<file path="src/ps2md_pkg.sv">
// Shared constants and the acceleration helper function for the PS/2 mouse packet decoder.
package ps2md_pkg;

  localparam int ByteW   = 8;
  localparam int ButW    = 3;
  localparam int DxW     = 11;
  localparam int DyW     = 12;
  localparam int WheelW  = 8;
  localparam int IdxW    = 2;
  localparam int MotionW = 10;  // 9-bit motion plus room for negation

  // Header bit positions
  localparam int HdrLeft   = 0;
  localparam int HdrRight  = 1;
  localparam int HdrMiddle = 2;
  localparam int HdrXSign  = 4;
  localparam int HdrYSign  = 5;

  // Byte positions within a packet
  localparam logic [IdxW-1:0] PosHdr   = 2'd0;
  localparam logic [IdxW-1:0] PosX     = 2'd1;
  localparam logic [IdxW-1:0] PosY     = 2'd2;
  localparam logic [IdxW-1:0] PosWheel = 2'd3;

  // Motion magnitude above which acceleration applies
  localparam logic signed [MotionW-1:0] AccelLimit = 10'sd5;

  // Multiply motion by 4 when its magnitude exceeds the limit
  function automatic logic signed [DyW-1:0] accel(input logic signed [MotionW-1:0] v);
    logic signed [DyW-1:0] ext;
    ext = DyW'(v);
    if ((v > AccelLimit) || (v < -AccelLimit)) begin
      accel = ext <<< 2;
    end else begin
      accel = ext;
    end
  endfunction

endpackage

</file>
<file path="src/ps2_mouse_packet_decoder.sv">
// PS/2 mouse packet decoder: byte collection, field decode and result register.
//
// Usage:
//   Input channel (in_valid / in_stall / in_rx_byte) carries one byte per beat
//   as received from the mouse port. Bytes are grouped into packets of three
//   (header, X, Y), or four with a trailing wheel byte when wheel mode is set.
//   Result channel (out_valid / out_stall / out_* fields) carries one beat per
//   complete packet: remapped buttons, accelerated X and negated, accelerated Y
//   motion, and the signed wheel motion (zero without wheel mode).
//   Configuration channel (cfg_valid / cfg_ready / cfg_wheel_mode) writes the
//   wheel mode bit; it is always ready and should be written while idle.
// Timing:
//   The byte that completes a packet is decoded in the cycle it is accepted and
//   the result appears on the output register in the next cycle. One byte is
//   accepted every cycle while not stalled; the single output register sets it.
// Reset:
//   Synchronous rst_n clears the byte position, the stored packet bytes, the
//   wheel mode bit and the output valid.
// Backpressure:
//   While a result waits under out_stall, in_stall is raised and no byte is taken.
module ps2_mouse_packet_decoder (
  input  logic                                clk,
  input  logic                                rst_n,
  input  logic                                in_valid,
  output logic                                in_stall,
  input  logic [ps2md_pkg::ByteW-1:0]         in_rx_byte,
  output logic                                out_valid,
  input  logic                                out_stall,
  output logic [ps2md_pkg::ButW-1:0]          out_buttons,
  output logic signed [ps2md_pkg::DxW-1:0]    out_delta_x,
  output logic signed [ps2md_pkg::DyW-1:0]    out_delta_y,
  output logic signed [ps2md_pkg::WheelW-1:0] out_delta_wheel,
  input  logic                                cfg_valid,
  output logic                                cfg_ready,
  input  logic                                cfg_wheel_mode
);
  import ps2md_pkg::*;

  logic                     wheel_mode_r;
  logic [IdxW-1:0]          byte_index_r, byte_index_nxt;
  logic [ByteW-1:0]         pkt_r [3];
  logic                     out_valid_r, out_valid_nxt;
  logic [ButW-1:0]          buttons_r;
  logic signed [DxW-1:0]    delta_x_r;
  logic signed [DyW-1:0]    delta_y_r;
  logic signed [WheelW-1:0] delta_wheel_r;

  logic                     accept;
  logic                     complete;
  logic [ByteW-1:0]         hdr;
  logic [ByteW-1:0]         y_byte;
  logic signed [MotionW-1:0] dx_raw, dy_raw;
  logic [ButW-1:0]          buttons_nxt;
  logic signed [DxW-1:0]    delta_x_nxt;
  logic signed [DyW-1:0]    delta_y_nxt;
  logic signed [WheelW-1:0] delta_wheel_nxt;

  // Handshakes
  assign cfg_ready = 1'b1;
  assign in_stall  = out_valid_r && out_stall;
  assign accept    = in_valid && !in_stall;

  // Packet completes on the last byte for the current mode
  assign complete = wheel_mode_r ? (byte_index_r == PosWheel)
                                 : (byte_index_r >= PosY);

  // Decode the packet, bypassing the Y byte when it arrives now
  always_comb begin
    hdr             = pkt_r[PosHdr];
    y_byte          = (byte_index_r == PosY) ? in_rx_byte : pkt_r[PosY];
    buttons_nxt     = {hdr[HdrLeft], hdr[HdrMiddle], hdr[HdrRight]};
    dx_raw          = {hdr[HdrXSign], hdr[HdrXSign], pkt_r[PosX]};
    dy_raw          = -$signed({hdr[HdrYSign], hdr[HdrYSign], y_byte});
    delta_x_nxt     = DxW'(accel(dx_raw));
    delta_y_nxt     = accel(dy_raw);
    delta_wheel_nxt = (wheel_mode_r && (byte_index_r == PosWheel))
                      ? $signed(in_rx_byte) : '0;
  end

  // Advance the byte position
  always_comb begin
    byte_index_nxt = byte_index_r;
    if (accept) begin
      byte_index_nxt = complete ? PosHdr : byte_index_r + 2'd1;
    end
  end

  // Output valid: set on a completed packet, drop when taken
  always_comb begin
    out_valid_nxt = out_valid_r && out_stall;
    if (accept && complete) begin
      out_valid_nxt = 1'b1;
    end
  end

  // Control state and stored packet bytes
  always_ff @(posedge clk) begin
    if (!rst_n) begin
      wheel_mode_r <= 1'b0;
      byte_index_r <= PosHdr;
      out_valid_r  <= 1'b0;
      pkt_r[0]     <= '0;
      pkt_r[1]     <= '0;
      pkt_r[2]     <= '0;
    end else begin
      if (cfg_valid && cfg_ready) begin
        wheel_mode_r <= cfg_wheel_mode;
      end
      byte_index_r <= byte_index_nxt;
      out_valid_r  <= out_valid_nxt;
      if (accept && (byte_index_r != PosWheel)) begin
        pkt_r[byte_index_r] <= in_rx_byte;
      end
    end
  end

  // Result register: load on a completed packet
  always_ff @(posedge clk) begin
    if (accept && complete) begin
      buttons_r     <= buttons_nxt;
      delta_x_r     <= delta_x_nxt;
      delta_y_r     <= delta_y_nxt;
      delta_wheel_r <= delta_wheel_nxt;
    end
  end

  assign out_valid       = out_valid_r;
  assign out_buttons     = buttons_r;
  assign out_delta_x     = delta_x_r;
  assign out_delta_y     = delta_y_r;
  assign out_delta_wheel = delta_wheel_r;

endmodule

</file>
<file path="config.mk">
export PLATFORM = sky130hd
export DESIGN_NAME = ps2_mouse_packet_decoder
export DESIGN_NICKNAME = d
export VERILOG_FILES = /design/src/ps2md_pkg.sv /design/src/ps2_mouse_packet_decoder.sv
export SDC_FILE = /design/constraint.sdc
export NUM_CORES = 1
export LEC_CHECK = 0
export ABC_AREA = 1
export BUFFER_PORTS_ARGS = -buffer_cell sky130_fd_sc_hd__buf_2
export CAP_MARGIN = 20
export CORE_AREA = 4 4 85 87
export CTS_CLUSTER_DIAMETER = 80
export DETAILED_ROUTE_END_ITERATION = 6
export DIE_AREA = 0 0 89 91
export GPL_TIMING_DRIVEN = 0
export HOLD_SLACK_MARGIN = 0.06
export PLACE_DENSITY = 0.68
export SLEW_MARGIN = 20
export SYNTH_ARGS = -nofsm -noshare
export SYNTH_HDL_FRONTEND = slang
export SYNTH_SLANG_ARGS = --single-unit
export TNS_END_PERCENT = 10
</file>
<file path="constraint.sdc">
create_clock -name clk -period 2.85 [get_ports clk]
set_input_delay 0.7125 -clock clk [delete_from_list [all_inputs] [get_ports clk]]
set_output_delay 0.7125 -clock clk [all_outputs]
set_load 0.1 [all_outputs]
</file>
======== After elaboration in Yosys (flattened, before gate mapping) ========
Memory sizes are Yosys's and may differ from the RTL's.
Cells that the tools add are included.
operators by class
  $add $sub $neg .......................... 2
  multipliers ............................. 0
  divide/modulo/power cells ............... 0
  $lt $le $gt $ge ......................... 5
  equal/unequal tests ..................... 3
  shift operators ......................... 0
  mux-type cells .......................... 13
  bitwise gates (word level) .............. 0
  reductions and logical operators ........ 9
operator list
  operator                                              count
  two-way mux 8 bit                                     2
  two-way mux 11 bit                                    1
  > comparator 10 x 4 -> 1 bit (second input constant)  1
  < comparator 10 x 4 -> 1 bit (second input constant)  1
  two-way mux 10 bit                                    1
  negator 9 -> 10 bit                                   1
  > comparator 9 x 4 -> 1 bit (second input constant)   1
  < comparator 9 x 4 -> 1 bit (second input constant)   1
  OR reduction 8 bit                                    1
  two-way mux 1 bit                                     7
  logical AND 1 bit                                     5
  equality test 2 bit (second input constant)           2
  two-way mux 2 bit                                     2
  adder 2 x 1 -> 2 bit (second input constant)          1
  >= comparator 2 bit (second input constant)           1
  logical OR 1 bit                                      2
  != test 2 bit (second input constant)                 1
  zero test 1 bit                                       1
word-level totals
  flip-flop bits (word level) ............. 38
  bits in latches ......................... 0
  bits in writable memories ............... 24
  ROM bits ................................ 0
  bits of input ports ..................... 14
  output and inout bits ................... 37
  word-level logic and storage cells ...... 42
  memories kept ........................... 1
memory list
  name   depth  bits a word  read ports  clocked after Yosys merged registers in  write ports  line                            text
  pkt_r  3      8            3           0                                        3            ps2_mouse_packet_decoder.sv:41  logic [ByteW-1:0] pkt_r [3];

======== Depth between registers and ports, before layout ========
  depth in word-level cells ............... 9
  depth in mapped cells ................... 18

======== Least setup slack after synthesis ========
Ideal clock, no wire load.
  path kind ............................... register -> output
  from .................................... register out_valid_r (netlist: out_valid)
  to ...................................... output in_stall
  arrival time ............................ 1.754 ns
  data required time ...................... 2.138 ns
  path slack .............................. 0.384 ns
  cell stages (with the launch flop) ...... 3
  path through ............................ dfxtp_1 > nand2_1 > inv_1
between the ends
  cells in the longest elaborated chain, start to end .. 1
RTL lines
  element                   line                             text
  start: declaration        ps2_mouse_packet_decoder.sv:42   logic out_valid_r, out_valid_nxt;
  start signal: assignment  ps2_mouse_packet_decoder.sv:110  out_valid_r <= out_valid_nxt;
  logical AND 1 bit         ps2_mouse_packet_decoder.sv:60   assign in_stall = out_valid_r && out_stall;
  end: declaration          ps2_mouse_packet_decoder.sv:25   output logic in_stall,
No other way between the ends.

======== Worst setup path in the final report ========
  from .................................... register byte_index_r[0]
  to ...................................... register delta_y_r[2] (netlist: out_delta_y[2]) (data pin)
between the ends
  cells in the longest elaborated chain, start to end .. 6
  elaborated cells between the ends (all ways) .. 7
  those cells by class .................... add/sub (1); order compare (2); eq/ne (1); mux (2); reduce/logical (1)
RTL lines
  element                                                                       line                             text
  start: declaration                                                            ps2_mouse_packet_decoder.sv:40   logic [IdxW-1:0] byte_index_r, byte_index_nxt;
  start signal: assignment                                                      ps2_mouse_packet_decoder.sv:100  byte_index_r <= PosHdr;
  start signal: assignment                                                      ps2_mouse_packet_decoder.sv:109  byte_index_r <= byte_index_nxt;
  equality test 2 bit (*)                                                       ps2_mouse_packet_decoder.sv:70   y_byte = (byte_index_r == PosY) ? in_rx_byte : pkt_r[PosY];
  two-way mux 8 bit (*)                                                         ps2_mouse_packet_decoder.sv:70
  negator 9 -> 10 bit (*)                                                       ps2_mouse_packet_decoder.sv:73   dy_raw = -$signed({hdr[HdrYSign], hdr[HdrYSign], y_byte});
  > comparator 10 x 4 -> 1 bit or < comparator 10 x 4 -> 1 bit (tied branches)  ps2md_pkg.sv:32                  if ((v > AccelLimit) || (v < -AccelLimit)) begin
  logical OR 1 bit                                                              ps2md_pkg.sv:32
  two-way mux 11 bit (*)                                                        ps2md_pkg.sv:32
  named net delta_y_nxt[2]                                                      ps2_mouse_packet_decoder.sv:55   logic signed [DyW-1:0] delta_y_nxt;
  end signal: assignment                                                        ps2_mouse_packet_decoder.sv:122  delta_y_r <= delta_y_nxt;
  end: declaration                                                              ps2_mouse_packet_decoder.sv:45   logic signed [DyW-1:0] delta_y_r;
The timed path passes the listed nets; every way through them passes the cells marked *.
A chain may end at the register's enable or synchronous reset.

==> summary.md <==
| Metric | Value |
|---|---|
| Hold Path End | out_buttons[2] |
| Worst Skew | around 0.0063 ns |
| Reg-to-reg slack, setup | ~0.32 ns |
| Minimum clock period | 2.53 ns |
| Core area | between 6000 and 7000 µm² |
| Most frequent cells in the layout | nand2_1, edfxtp_1, buf_2, nor2_1, inv_1 |
| Post-Syn Instances | between 200 and 300 |
| Die area | between 8000 and 9000 µm² |
| Worst R2R End | out_delta_y[2] |
| Reg-to-reg critical path startpoint | byte_index_r[0] |
| Yosys cell types | 26 |
| First-pass GRT wire length | roughly 8600 µm |
| Max-cap viol count | 0 |
| Hold Path Depth | 0 |
| #FFs+latches synth | between 50 and 60 |
| Num CTS Buffers | 9 |
| Largest net degree at the start of global routing | 37 |
| Num rows | 29 |
| Synth Cell Area | 2810 µm² |
| Status | complete, no violations |
| Fmax | 0.395 GHz |
| Synth Area per Inst | roughly 10 µm² |
| Instance count on the critical path | 16 |
| Via density per instance | 4.67 |
| Max-slew violations | 0 |
| Routed len/inst | about 13 µm |
| Syn_nets | roughly 300 |
| Total negative slack | 0 ns |
| Combinational Power Share | 0.219 |
| # setup viols final | 0 |
| Crit path cell chain | inv_1 > ha_2 > inv_2 > buf_6 > nand2_1 > nand2_1 > ha_2 > nand3_4 > nor2_4 > nand2_1 > nand2_1 > nand2_2 > nor2_2 > nand3_2 > nand3_1 > nand2_1 |
| Via count | between 1,500 and 2,000 |
| Post-route DRC | 0 |
| Layout cells sized above 1 | 0.284 |
| Drt first pass iters | 4 |
| CTS Buffer Depth | 2 |
| R2R cell count | 16 |
| Final hold violations | 0 |
| Worst-Skew Late Latency | roughly 0.33 ns |
| Pre-CTS WS | around 0.08 ns |
| Die span in y | slightly above 90 µm |
| Max H-tree Level | 3 |
| Final Wtd Congestion | between 0.8 and 0.9 |
| Post-DP HPWL | just under 4000 µm |
| Vias in the first global route | between 1,500 and 2,000 |
| Min-delay src | pkt_r[0][0] |
| Slowest-stage cell, CP | dfxtp_1 |
| Sw Ratio | 0.317 |
| NetSw | 760 µW |
| Worst slew pin tran | 0.719 ns |
| Initial antenna violation count | 0 |
| Hold Crit Class | reg2reg |
| Total Routing Usage GR | 0.142 |
| Remaining antenna violation count | 0 |
| Residual overflow from global routing | 0 |
| Commonest non-fill, non-tap cell in the layout | nand2_1 |
| CP max FO | 10 |
| VDD IR max | 0.486 mV |
| # port buffers | 49 |
| Top Family by Delay on Critical Path | simple AND/OR/NAND/NOR gates |
| Clock transition at path regs | roughly 0.070 ns |
| # nets final | 361 |
| Ant. Diodes | 0 |
| Layout area overhead | 20.2% |
| DRT Wirelength | 5390 µm |
| Clk root buf | clkbuf_8 |
| Period utilization | 0.888 |
| Flop pwr share | 0.432 |
| Setup bufs post-CTS | 0 |
| TritonCTS clock tree | built |
| Critical Path Start Type | flop |
| Int Pwr | ~1600 µW |
| Starting Density | 0.443 |
| Seq/Total Area, Yosys | 0.615 |
| P per Cell Area | slightly above 700 nW/µm² |
| Final worst setup slack | between 0.3 and 0.4 ns |
| Num ports | 51 |
| Critical path class | reg2reg |
| Most frequent CP cell | nand2_1 |
| Clock sink count | roughly 60 |
| DIE WIDTH | just under 90 µm |
| Worst stage delay on the critical path | roughly 0.40 ns |
| Warnings, synthesis | 0 |
| Clock power share | 0.349 |
| Slew Limit Headroom | 0.520 |
| Initial DRC count | slightly below 100 |
| P_leak | ~0.0015 µW |
| Crit path buf inv count | 3 |
| Critical Path AT | between 2 and 3 ns |
| RSZ-0062 raised after global routing | no |
| Required time of the worst setup path | between 2 and 3 ns |
| Critical path endpoint category | flop |
## area by class of cell
cell class / instances / area [µm²]
clock inverter: 4 / 73.8
timing repair buffer: 49 / 245
fill: 571 / 2970
clock buffer: 12 / 145
tap: 77 / 96.3
multi-input combinational: 179 / 915
sequential: 59 / 1730
buffer: 8 / 48.8
inverter: 34 / 128
## cells by family after synthesis
kind of cell	synth area share
DFF	0.615
buffers and inverters	0.0627
adders and majority gates	0.0311
and+or+nand+nor	0.243
AOI/OAI and AO/OA	0.0467
other	0.00133
## how the worst max path moves through the flow
stage | start | to | slack, ns
finish | byte_index_r[0] | out_delta_y[2] | 0.32
global route | byte_index_r[0] | out_delta_y[2] | 0.07
CTS | byte_index_r[0] | out_delta_y[2] | 0.07
detailed placement | in_rx_byte[0] | out_delta_y[2] | 0.08
global placement | in_rx_byte[0] | out_delta_y[2] | 0.13
floorplan | out_valid | in_stall | 0.38
## registers in the layout, indices dropped and copies added (netlist names)
name	flops
byte_index_r	2
out_buttons	3
out_delta_wheel	8
out_delta_x	11
out_delta_y	12
out_valid	1
pkt_r	21
wheel_mode_r	1
## stage by stage
| step | util | cells | area, µm² | hold slack [ns] | power (µW) |
|---|---|---|---|---|---|
| floorplan | - | 280 | 2810 | 0.400 | 1490 |
| CTS | 0.531 | 422 | 3370 | 0.427 | 2410 |
| global route | 0.533 | 422 | 3380 | 0.438 | 2500 |
| global placement | 0.497 | 406 | 3160 | 0.407 | 1570 |
| detailed placement | 0.497 | 406 | 3160 | 0.410 | 1580 |
| finish | 0.533 | 422 | 3380 | 0.426 | 2400 |
## cell usage after synthesis
cell,n,area (µm²)
nand2_1,69,259
edfxtp_1,55,1650
nor2_1,42,158
inv_1,32,120
nand3_1,11,55.1
nand2_2,10,62.6
a21oi_1,7,35.0
ha_1,7,87.6
o21ai_0,6,30.0
clkbuf_1,5,18.8
nor2_2,5,31.3
o21ai_1,5,25.0
dfxtp_1,4,80.1
nor2_4,4,45.0
nand2_4,3,33.8
a211oi_1,2,15.0
buf_6,2,22.5
inv_2,2,7.51
o21ai_2,2,17.5
a2111oi_0,1,8.76
buf_4,1,7.51
conb_1,1,3.75
nand3_2,1,10.0
nand3_4,1,17.5
nor3_1,1,5.00
nor4_1,1,6.26
## power groups by stage
stage / registers, µW / clock network [µW] / logic (µW)
detailed placement: 1060 / 0 / 523
global placement: 1050 / 0 / 513
finish: 1040 / 837 / 525
global route: 1040 / 886 / 570
CTS: 1040 / 848 / 527
floorplan: 1260 / 0 / 228
## routing by layer
layer	vias up	global-route usage	share of wire
li1	1027	-	-
met1	870	0.174	0.43
met2	56	0.216	0.48
met3	18	0.0353	0.063
met4	0	0.0968	0.035
met5	-	0	0
## what timing repair did
item,in CTS,in global routing
setup endpoints to repair,0,5
hold buffers,0,0
resized for setup,0,3
Note: power is estimated with default switching activity, not from simulation.
